==> config.mk <==
export PLATFORM = sky130hd
export DESIGN_NAME = pli_cell
export DESIGN_NICKNAME = d
export VERILOG_FILES = /design/src/hw/rtl/positional_list_insert_remove_assert.svh /design/src/hw/rtl/pli_pkg.sv /design/src/hw/rtl/pli_cell.sv
export SDC_FILE = /design/constraint.sdc
export NUM_CORES = 1
export LEC_CHECK = 0
export BUFFER_PORTS_ARGS = -buffer_cell sky130_fd_sc_hd__buf_2
export CAP_MARGIN = 20
export CORE_ASPECT_RATIO = 1.2
export CORE_MARGIN = 2
export CORE_UTILIZATION = 44
export DETAILED_ROUTE_END_ITERATION = 8
export GPL_TIMING_DRIVEN = 0
export PLACE_DENSITY = 0.84
export SLEW_MARGIN = 20
export SYNTH_ARGS = -nofsm -noshare
export SYNTH_HDL_FRONTEND = slang
export SYNTH_SLANG_ARGS = --single-unit
==> constraint.sdc <==
create_clock -name clk -period 6.9 [get_ports clk]
set_clock_uncertainty 0.2 [all_clocks]
set_input_delay 0.69 -clock clk [delete_from_list [all_inputs] [get_ports clk]]
set_output_delay 0.69 -clock clk [all_outputs]
set_load 0.03 [all_outputs]
==> src/hw/rtl/positional_list_insert_remove_assert.svh <==
// Assertion macros shared by the positional list RTL.
`ifndef POSITIONAL_LIST_INSERT_REMOVE_ASSERT_SVH
`define POSITIONAL_LIST_INSERT_REMOVE_ASSERT_SVH

// Same-cycle implication, disabled during reset.
`define PLI_ASSERT_IMPLY(lbl, clk, rst, ante, cons) \
  lbl: assert property (@(posedge clk) disable iff (rst) (ante) |-> (cons)) \
    else $error("positional list: implication check failed");

// Next-cycle implication, disabled during reset.
`define PLI_ASSERT_NEXT(lbl, clk, rst, ante, cons) \
  lbl: assert property (@(posedge clk) disable iff (rst) (ante) |=> (cons)) \
    else $error("positional list: next-cycle check failed");

`endif

==> src/hw/rtl/pli_pkg.sv <==
// Shared constants and types of the positional list.
`default_nettype none

package pli_pkg;

  localparam int CAPACITY_DEF = 64;

  localparam int OP_W  = 2;
  localparam int POS_W = 7;
  localparam int VAL_W = 32;
  localparam int ST_W  = 2;
  localparam int CNT_W = 7;

  localparam logic [OP_W-1:0] OP_INSERT = 2'd0;
  localparam logic [OP_W-1:0] OP_REMOVE = 2'd1;
  localparam logic [OP_W-1:0] OP_CLEAR  = 2'd2;

  localparam logic [ST_W-1:0] ST_OK    = 2'd0;
  localparam logic [ST_W-1:0] ST_RANGE = 2'd1;
  localparam logic [ST_W-1:0] ST_EMPTY = 2'd2;
  localparam logic [ST_W-1:0] ST_FULL  = 2'd3;

  typedef struct packed {
    logic load;
    logic insert;
    logic remove;
  } cmd_t;

endpackage

`default_nettype wire

==> src/hw/rtl/pli_cell.sv <==
// One list cell: holds one entry and shifts with its neighbors.
`default_nettype none

module pli_cell #(
  parameter int INDEX = 0,
  parameter int IW    = 14
) (
  input  wire logic                     clk,
  input  wire pli_pkg::cmd_t            cmd,
  input  wire logic [IW-1:0]            pos,
  input  wire logic [pli_pkg::VAL_W-1:0] value,
  input  wire logic [pli_pkg::VAL_W-1:0] prev_data,
  input  wire logic [pli_pkg::VAL_W-1:0] next_data,
  output logic      [pli_pkg::VAL_W-1:0] data,
  output logic      [pli_pkg::VAL_W-1:0] tap
);

  logic hit;
  logic after;

  assign hit   = (pos == IW'(INDEX));
  assign after = (pos < IW'(INDEX));

  always_ff @(posedge clk) begin
    if (cmd.load) begin
      if (cmd.insert) begin
        if (hit) begin
          data <= value;
        end else if (after) begin
          data <= prev_data;
        end
      end else if (cmd.remove && (hit || after)) begin
        data <= next_data;
      end
      tap <= (cmd.remove && hit) ? data : '0;
    end
  end

endmodule

`default_nettype wire

==> results of run 1 <==
-- routing by layer --
layer | vias up | track usage | routed length [um] | part of all wire
met1 | 836 | 0.2187 | 2393 | 0.41
met4 | 2 | 0.1025 | 108 | 0.019
met5 | - | 0 | 6 | 0.0010
met3 | 9 | 0.04833 | 459 | 0.079
met2 | 108 | 0.2955 | 2818 | 0.49
li1 | 878 | - | - | -
-- worst paths after layout --
check | slack, ns | endpoint | start | depth (start not counted)
setup / recovery | 4.40 | data[14]$_DFFE_PP_ | pos[1] | 5
hold / removal | 0.38 | tap[7]$_SDFFCE_PP0P_ | data[7]$_DFFE_PP_ | 1
setup reg to reg | 5.86 | tap[1]$_SDFFCE_PP0P_ | data[1]$_DFFE_PP_ | 1
hold reg to reg | 0.38 | tap[7]$_SDFFCE_PP0P_ | data[7]$_DFFE_PP_ | 1
-- power by group through the flow --
| stage | Sequential [mW] | Clock, mW | Combinational (mW) |
|---|---|---|---|
| after floorplan | 0.454 | 0 | 0.0208 |
| after global placement | 0.442 | 0 | 0.0647 |
| after detailed placement | 0.443 | 0 | 0.0663 |
| after CTS | 0.434 | 0.302 | 0.0667 |
| after global routing | 0.434 | 0.318 | 0.0715 |
| final | 0.434 | 0.293 | 0.0658 |
-- through the flow --
stage                     instance area [um2]  power, mW  utilization
after detailed placement                 3421     0.5090       0.6035
after floorplan                          2600     0.4743            -
after global routing                     3600     0.8241       0.6351
final                                    3600     0.7931       0.6351
after global placement                   3421     0.5072       0.6035
after CTS                                3600     0.8027       0.6351
-- cell families after synthesis --
group                  after synthesis  share of synthesized area
buffers and inverters               10                    0.02454
AOI/OAI and AO/OA                    1                   0.003850
muxes                               32                     0.1386
and+or+nand+nor                     37                    0.09383
DFF                                 64                     0.7392
-- final cells by class --
class	count	area, um2	area share
Sequential cell	64	1922	0.5339
Timing Repair Buffer	144	720.7	0.2002
Multi-Input combinational cell	70	614.3	0.1707
Clock buffer	11	131.4	0.03650
Tap cell	80	100.1	0.02781
Buffer	10	63.81	0.01773
Clock inverter	5	47.55	0.01321
-- synth_stat cells --
library cell,n
edfxtp_1,64
mux2_2,32
and3_1,29
clkbuf_1,4
and3_2,3
buf_2,3
buf_6,3
nor4_1,2
and4_4,1
nor2_1,1
nor4_2,1
o211a_1,1
-- state kept, by name (all words and copies together) (netlist names) --
register  flops
data         32
tap          32
==> results.sh, run 1 <==
export IMPL_hold_viol=0
export IMPL_max_freq_mhz=399.5
export IMPL_outcome="completed"
export IMPL_die_width_um=74.17
export IMPL_yosys_area_top_type_share=0.7392
export IMPL_syn_area_um2=2600
export IMPL_grt_start_max_net_pins=34
export IMPL_crit_slowest_cell="o211a_2"
export IMPL_cts_max_level=3
export IMPL_worstSkewPairLatency_ns=0.33
export IMPL_worstPathArrival_ns=2.25
export IMPL_cts_resized=0
export IMPL_vdd_drop_max_mv=0.1298
export IMPL_area_growth_pct=38.45
export IMPL_power_density_nw_per_um2=220.3
export IMPL_fin_crit_sh=0.3628
export IMPL_n_antenna_cell=0
export IMPL_worst_ep_required_time_ns=6.65
export IMPL_n_fill_cell=412
export IMPL_yosysSeqAreaShare=0.7392
export IMPL_dp_cells=368
export IMPL_switching_share=0.2055
export IMPL_cts_buffer_depth=2
export IMPL_worstMarginPinSlew_ns=0.8246
export IMPL_avgViaCountPerCell=4.773
export IMPL_die_area_um2=6542
export IMPL_yosysWarnings=0
export IMPL_ant_nets=0
export IMPL_setup_viol=0
export IMPL_fp_row_count=30
export IMPL_grt_pass1_vias=1705
export IMPL_final_cell_mix="buf_2 (147), edfxtp_1 (64), mux2_2 (32)"
export IMPL_timing_hold_ws_ns=0.3799
export IMPL_internal_power_mw=0.6302
export IMPL_end_kind="flip-flop"
export IMPL_slew_violations=0
export IMPL_nets=413
export IMPL_criticalPathCategory="input pin to flip-flop"
export IMPL_layout_drive_gt1_share=0.6579
export IMPL_io_buffers=144
export IMPL_grtUsageTotal=0.1821
export IMPL_fp_dieH_um=88.21
export IMPL_start_kind="input pin"
export IMPL_grt_pass1_wl_um=8445
export IMPL_cp_num_buf_inv=2
export IMPL_rsz0062_at_grt="no"
export IMPL_crit_family="compound AO/OA/AOI/OAI gates"
export IMPL_dpl_worst_slack_ns=4.014
export IMPL_power_frac_seq=0.548
export IMPL_cts_tree="yes"
export IMPL_cts_root_buffer="clkbuf_8"
export IMPL_leakage_nw=1.680
export IMPL_cts_hold_buf=0
export IMPL_cts_made_buffers=9
export IMPL_post_layout_nonfiller_instances=384
export IMPL_drt_first_pass_iters=4
export IMPL_final_common_cell="buf_2"
export IMPL_max_cap_violations=0
export IMPL_worstPathCellList="buf_2 > nor4_1 > and4_4 > buf_6 > o211a_2"
export IMPL_drtIter0Drc=107
export IMPL_fin_crit_ns=2.503
export IMPL_overflow=0
export IMPL_vias=1833
export IMPL_antenna_found_initial=0
export IMPL_drc=0
export IMPL_combPwrFrac=0.083
export IMPL_post_route_worst_setup_slack_ns=4.397
export IMPL_syn_inst=144
export IMPL_cpPeakStageDelay_ns=0.71
export IMPL_slew_headroom=0.4503
export IMPL_yosysTopAreaCell="edfxtp_1"
export IMPL_pwr_share_clk=0.369
export IMPL_tns_ns=0
export IMPL_io_pins=178
export IMPL_clock_sinks=64
export IMPL_path_clk_slew_ns=0.07
export IMPL_p_sw_mw=0.1630
export IMPL_syn_avg_cell_area_um2=18.06
export IMPL_cts_setup_buffers=0
export IMPL_routed_wl_um=5787
export IMPL_synth_distinct_cells=12
export IMPL_place_congestion=0.8258
export IMPL_core_um2=5668
export IMPL_start_util=0.4587
export IMPL_synth_area_leaders="edfxtp_1 (74%), mux2_2 (14%), and3_1 (7.0%)"
export IMPL_synth_seq_cells=64
export IMPL_syn_nets=258
export IMPL_hp_class="flip-flop to flip-flop"
export IMPL_post_drt_wl_per_cell_um=15.07
export IMPL_worstPathMaxFanout=32
No activity file was read; power rests on OpenSTA's default activity.
==> inputs of run 2 (changes only) <==
--- a/config.mk
+++ b/config.mk
@@ -9,10 +9,10 @@
 export CAP_MARGIN = 20
 export CORE_ASPECT_RATIO = 1.2
 export CORE_MARGIN = 2
-export CORE_UTILIZATION = 44
+export CORE_UTILIZATION = 37
 export DETAILED_ROUTE_END_ITERATION = 8
 export GPL_TIMING_DRIVEN = 0
-export PLACE_DENSITY = 0.84
+export PLACE_DENSITY = 0.76
 export SLEW_MARGIN = 20
 export SYNTH_ARGS = -nofsm -noshare
 export SYNTH_HDL_FRONTEND = slang
==> constraint.sdc (replaced) <==
create_clock -name clk -period 2 [get_ports clk]
set_clock_uncertainty 0.2 [all_clocks]
set_input_delay 0.2 -clock clk [delete_from_list [all_inputs] [get_ports clk]]
set_output_delay 0.2 -clock clk [all_outputs]
set_load 0.03 [all_outputs]
==> results.sh, run 2 (synthesis gave the netlist of run 1 again) <==
export IMPL_vdd_drop_max_mv=0.4080
export IMPL_dr_wl_met3_um=363
export IMPL_n_fill_cell=544
export IMPL_cts_made_buffers=9
export IMPL_avgViaCountPerCell=4.670
export IMPL_wl_met2_um=3730
export IMPL_worst_ep_required_time_ns=1.88
export IMPL_start_util=0.3816
export IMPL_internal_power_mw=2.145
export IMPL_max_cap_violations=0
export IMPL_antenna_found_initial=0
export IMPL_layout_drive_gt1_share=0.5462
export IMPL_worstPathCellList="clkbuf_1 > buf_2 > mux2_2 > dlygate4sd3_1"
export IMPL_drt_met1_wl_um=2524
export IMPL_dpl_worst_slack_ns=-0.3666
export IMPL_max_freq_mhz=526.4
export IMPL_post_layout_nonfiller_instances=455
export IMPL_n_antenna_cell=0
export IMPL_place_area_um2=3430
export IMPL_maxUsedRoutingLayer="met4"
export IMPL_ant_nets=0
export IMPL_cts_buffer_depth=2
export IMPL_r2r_cells=1
export IMPL_switching_share=0.2235
export IMPL_reg_largest_list="data (32), tap (32)"
export IMPL_post_route_worst_setup_slack_ns=0.1005
export IMPL_io_buffers=144
export IMPL_dp_cells=375
export IMPL_post_drt_wl_per_cell_um=14.87
export IMPL_final_cell_mix="buf_2 (147), edfxtp_1 (64), dlygate4sd3_1 (64)"
export IMPL_fin_crit_ns=1.900
export IMPL_drc=0
export IMPL_die_area_um2=7717
export IMPL_tns_ns=0
export IMPL_drt_first_pass_iters=4
export IMPL_outcome="completed"
export IMPL_area_growth_pct=63.09
export IMPL_postLayoutCoreUtil=0.6224
export IMPL_routed_wl_um=6767
export IMPL_path_clk_slew_ns=0.07
export IMPL_nets=477
export IMPL_cts_root_buffer="clkbuf_8"
export IMPL_hp_class="input pin to flip-flop"
export IMPL_slew_headroom=0.5046
export IMPL_crit_slowest_cell="dlygate4sd3_1"
export IMPL_setup_viol=0
export IMPL_worstSkewPairLatency_ns=0.33
export IMPL_pwr_share_clk=0.330
export IMPL_grt_pass1_wl_um=10160
export IMPL_core_um2=6813
export IMPL_fp_dieH_um=95.83
export IMPL_hold_viol=0
export IMPL_rsz0062_at_grt="no"
export IMPL_final_common_cell="buf_2"
export IMPL_end_kind="flip-flop"
export IMPL_criticalPathCategory="input pin to flip-flop"
export IMPL_grtUsageTotal=0.1786
export IMPL_overflow=0
export IMPL_io_pins=178
export IMPL_hpwl_um=4471
export IMPL_vias=2125
export IMPL_whs_path_depth=2
export IMPL_grt_start_max_net_pins=34
export IMPL_die_width_um=80.53
export IMPL_combPwrFrac=0.128
export IMPL_final_area_um2=4240
export IMPL_cts_max_level=3
export IMPL_cpPeakStageDelay_ns=0.56
export IMPL_worstMarginPinSlew_ns=0.7430
export IMPL_fin_crit_sh=0.9498
export IMPL_p_sw_mw=0.6174
export IMPL_slew_violations=0
export IMPL_fp_row_count=33
export IMPL_power_density_nw_per_um2=651.3
export IMPL_place_congestion=0.7964
export IMPL_clock_sinks=64
export IMPL_grt_pass1_vias=2175
export IMPL_drtIter0Drc=67
export IMPL_leakage_nw=1.933
export IMPL_cts_tree="yes"
export IMPL_start_kind="input pin"
export IMPL_power_frac_seq=0.542
export IMPL_worstPathArrival_ns=1.78
export IMPL_worstPathMaxFanout=10
==> run 2: cell count changes in the layout (fill, tap and decap cells not counted) <==
| cell | delta |
|---|---|
| bufinv_16 | -1 |
| clkbuf_1 | -2 |
| clkinv_1 | +1 |
| clkinv_2 | -1 |
| clkinvlp_4 | +3 |
| dlygate4sd3_1 | +64 |
| o211a_2 | -1 |
| o211a_4 | +1 |
==> run 2: layout make-up <==
type / count / area [um2] / share of cell area
Sequential cell: 64 / 1922 / 0.4532
Timing Repair Buffer: 208 / 1361 / 0.3210
Multi-Input combinational cell: 70 / 621.8 / 0.1467
Clock buffer: 9 / 123.9 / 0.02921
Tap cell: 87 / 108.9 / 0.02567
Buffer: 10 / 63.81 / 0.01505
Clock inverter: 7 / 38.79 / 0.009147
==> run 2: metal layers <==
layer / vias up / track usage
li1: 1005 / -
met1: 1022 / 0.1954
met2: 84 / 0.3292
met3: 14 / 0.03377
met4: 0 / 0.08757
met5: - / 0
==> run 2: critical path: cells and delay by family <==
kind	cells	cell delay [ns]
buf+inv	3	1.19
mux	1	0.37
==> run 2: power by group through the flow <==
stage                     Combinational (mW)  Sequential [mW]  Clock [mW]
after floorplan                       0.0716             1.56           0
after global placement                 0.223             1.53           0
after detailed placement               0.230             1.53           0
after CTS                              0.346             1.50       0.932
after global routing                   0.381             1.50       0.997
final                                  0.352             1.50       0.912
==> run 2: final timing paths <==
check	from	to	slack, ns
min reg2reg	data[15]$_DFFE_PP_	tap[15]$_SDFFCE_PP0P_	0.38
min	cmd[0]	tap[31]$_SDFFCE_PP0P_	0.12
max reg2reg	data[14]$_DFFE_PP_	tap[14]$_SDFFCE_PP0P_	0.96
max	cmd[1]	data[22]$_DFFE_PP_	0.10
==> run 2: stage by stage <==
stage | hold WS [ns] | power, mW
2_1_floorplan | 0.1125 | 1.636
4_1_cts | 0.001480 | 2.776
3_3_place_gp | 0.3018 | 1.749
5_1_grt | 0.1301 | 2.877
6_report | 0.1158 | 2.762
3_5_place_dp | 0.3057 | 1.757
==> run 2: repair_timing <==
item | 4_1_cts | 5_1_grt
setup buffers | 0 | 0
resized for setup | 1 | 0
endpoints found under the hold margin | 32 | 1
endpoints found under the setup margin | 32 | 0
hold buffers | 63 | 1
==> inputs of run 3 (changes only) <==
--- a/config.mk
+++ b/config.mk
@@ -5,7 +5,7 @@
 export SDC_FILE = /design/constraint.sdc
 export NUM_CORES = 1
 export LEC_CHECK = 0
-export BUFFER_PORTS_ARGS = -buffer_cell sky130_fd_sc_hd__buf_2
+export BUFFER_PORTS_ARGS = -buffer_cell sky130_fd_sc_hd__clkbuf_2
 export CAP_MARGIN = 20
 export CORE_ASPECT_RATIO = 1.2
 export CORE_MARGIN = 2
==> results.sh, run 3 (synthesis gave the netlist of run 1 again) <==
export IMPL_combPwrFrac=0.129
export IMPL_worstPathMaxFanout=10
export IMPL_fin_crit_ns=1.892
export IMPL_outcome="completed"
export IMPL_internal_power_mw=2.133
export IMPL_fp_row_count=33
export IMPL_worstSkewPairLatency_ns=0.33
export IMPL_post_layout_nonfiller_instances=451
export IMPL_criticalPathCategory="input pin to flip-flop"
export IMPL_die_area_um2=7717
export IMPL_worstPathCellList="clkbuf_1 > buf_2 > mux2_2 > dlygate4sd3_1"
export IMPL_drc=0
export IMPL_core_um2=6813
export IMPL_slew_violations=0
export IMPL_worst_ep_required_time_ns=1.88
export IMPL_cts_root_buffer="clkbuf_8"
export IMPL_start_util=0.3816
export IMPL_n_antenna_cell=0
export IMPL_cts_buffer_depth=2
export IMPL_io_buffers=144
export IMPL_cp_num_buf_inv=3
export IMPL_fin_crit_sh=0.9462
export IMPL_post_drt_wl_per_cell_um=15.37
export IMPL_place_congestion=0.7805
export IMPL_hold_viol=0
export IMPL_grt_start_max_net_pins=34
export IMPL_power_density_nw_per_um2=648.0
export IMPL_hp_class="input pin to flip-flop"
export IMPL_ant_nets=0
export IMPL_worstPathArrival_ns=1.77
export IMPL_max_freq_mhz=528.4
export IMPL_crit_family="buffers and inverters"
export IMPL_rsz0062_at_grt="no"
export IMPL_slew_headroom=0.4480
export IMPL_crit_slowest_cell="dlygate4sd3_1"
export IMPL_grtUsageTotal=0.1871
export IMPL_power_frac_seq=0.551
export IMPL_worstMarginPinSlew_ns=0.8280
export IMPL_layout_drive_gt1_share=0.5412
export IMPL_pwr_share_clk=0.320
export IMPL_area_growth_pct=61.55
export IMPL_io_pins=178
export IMPL_setup_viol=0
export IMPL_place_area_um2=3430
export IMPL_postLayoutCoreUtil=0.6165
export IMPL_drtIter0Drc=102
export IMPL_path_clk_slew_ns=0.07
export IMPL_fp_dieH_um=95.83
export IMPL_switching_share=0.2164
export IMPL_p_sw_mw=0.5889
export IMPL_hpwl_um=4515
export IMPL_finalPower_mw=2.722
export IMPL_cts_tree="yes"
export IMPL_leakage_nw=1.936
export IMPL_vias=2123
export IMPL_final_cell_mix="clkbuf_2 (144), edfxtp_1 (64), dlygate4sd3_1 (62)"
export IMPL_cts_made_buffers=9
export IMPL_final_common_cell="clkbuf_2"
export IMPL_start_kind="input pin"
export IMPL_cpPeakStageDelay_ns=0.57
export IMPL_dp_cells=375
export IMPL_grt_pass1_wl_um=10520
export IMPL_max_cap_violations=0
export IMPL_nets=475
export IMPL_avgViaCountPerCell=4.707
export IMPL_grt_pass1_vias=2222
export IMPL_reg_largest_list="data (32), tap (32)"
export IMPL_die_width_um=80.53
export IMPL_end_kind="flip-flop"
export IMPL_clock_sinks=64
export IMPL_antenna_found_initial=0
export IMPL_vdd_drop_max_mv=0.4095
export IMPL_final_area_um2=4200
export IMPL_cts_max_level=3
export IMPL_drt_first_pass_iters=4
export IMPL_routed_wl_um=6934
export IMPL_overflow=0
[run 3: power groups by stage]
stage / Combinational [mW] / Clock [mW] / Sequential, mW
after CTS: 0.346 / 0.883 / 1.50
final: 0.351 / 0.872 / 1.50
after global placement: 0.223 / 0 / 1.53
after detailed placement: 0.231 / 0 / 1.53
after global routing: 0.380 / 0.945 / 1.50
after floorplan: 0.0716 / 0 / 1.56
[run 3: metrics by stage]
stage	setup slack, ns	hold WS [ns]	TNS, ns
3_3_place_gp	-0.3407	0.3026	-10.84
4_1_cts	0.09002	0.007757	0
2_1_floorplan	0.006615	0.1125	0
6_report	0.1077	0.01765	0
5_1_grt	0.03048	0.004079	0
3_5_place_dp	-0.3683	0.3049	-11.71
[run 3: cell type report]
class,instances,area (um2)
Clock buffer,11,131.4
Fill cell,549,2613
Timing Repair Buffer,206,1341
Tap cell,87,108.9
Sequential cell,64,1922
Multi-Input combinational cell,70,621.8
Buffer,10,63.81
Clock inverter,3,11.26
[run 3: worst paths after layout]
kind	from	endpoint	slack, ns	cells after the start
hold reg to reg	data[9]$_DFFE_PP_	tap[9]$_SDFFCE_PP0P_	0.38	1
hold / removal	value[1]	data[1]$_DFFE_PP_	0.02	2
setup / recovery	cmd[1]	data[2]$_DFFE_PP_	0.11	4
setup reg to reg	data[6]$_DFFE_PP_	tap[6]$_SDFFCE_PP0P_	0.94	1
[run 3: per-layer routing]
metal,track usage,share of wire,up-vias,routed length (um)
li1,-,-,997,-
met1,0.1942,0.36,1024,2519
met2,0.3486,0.56,89,3884
met3,0.04597,0.056,13,387
met4,0.09181,0.021,0,144
met5,0,0,-,0
[run 3: timing repair]
action,4_1_cts,5_1_grt
endpoints found under the setup margin,32,0
resized for setup,1,0
hold buffers,62,0
hold endpoints to repair,32,0
buffers inserted,0,0
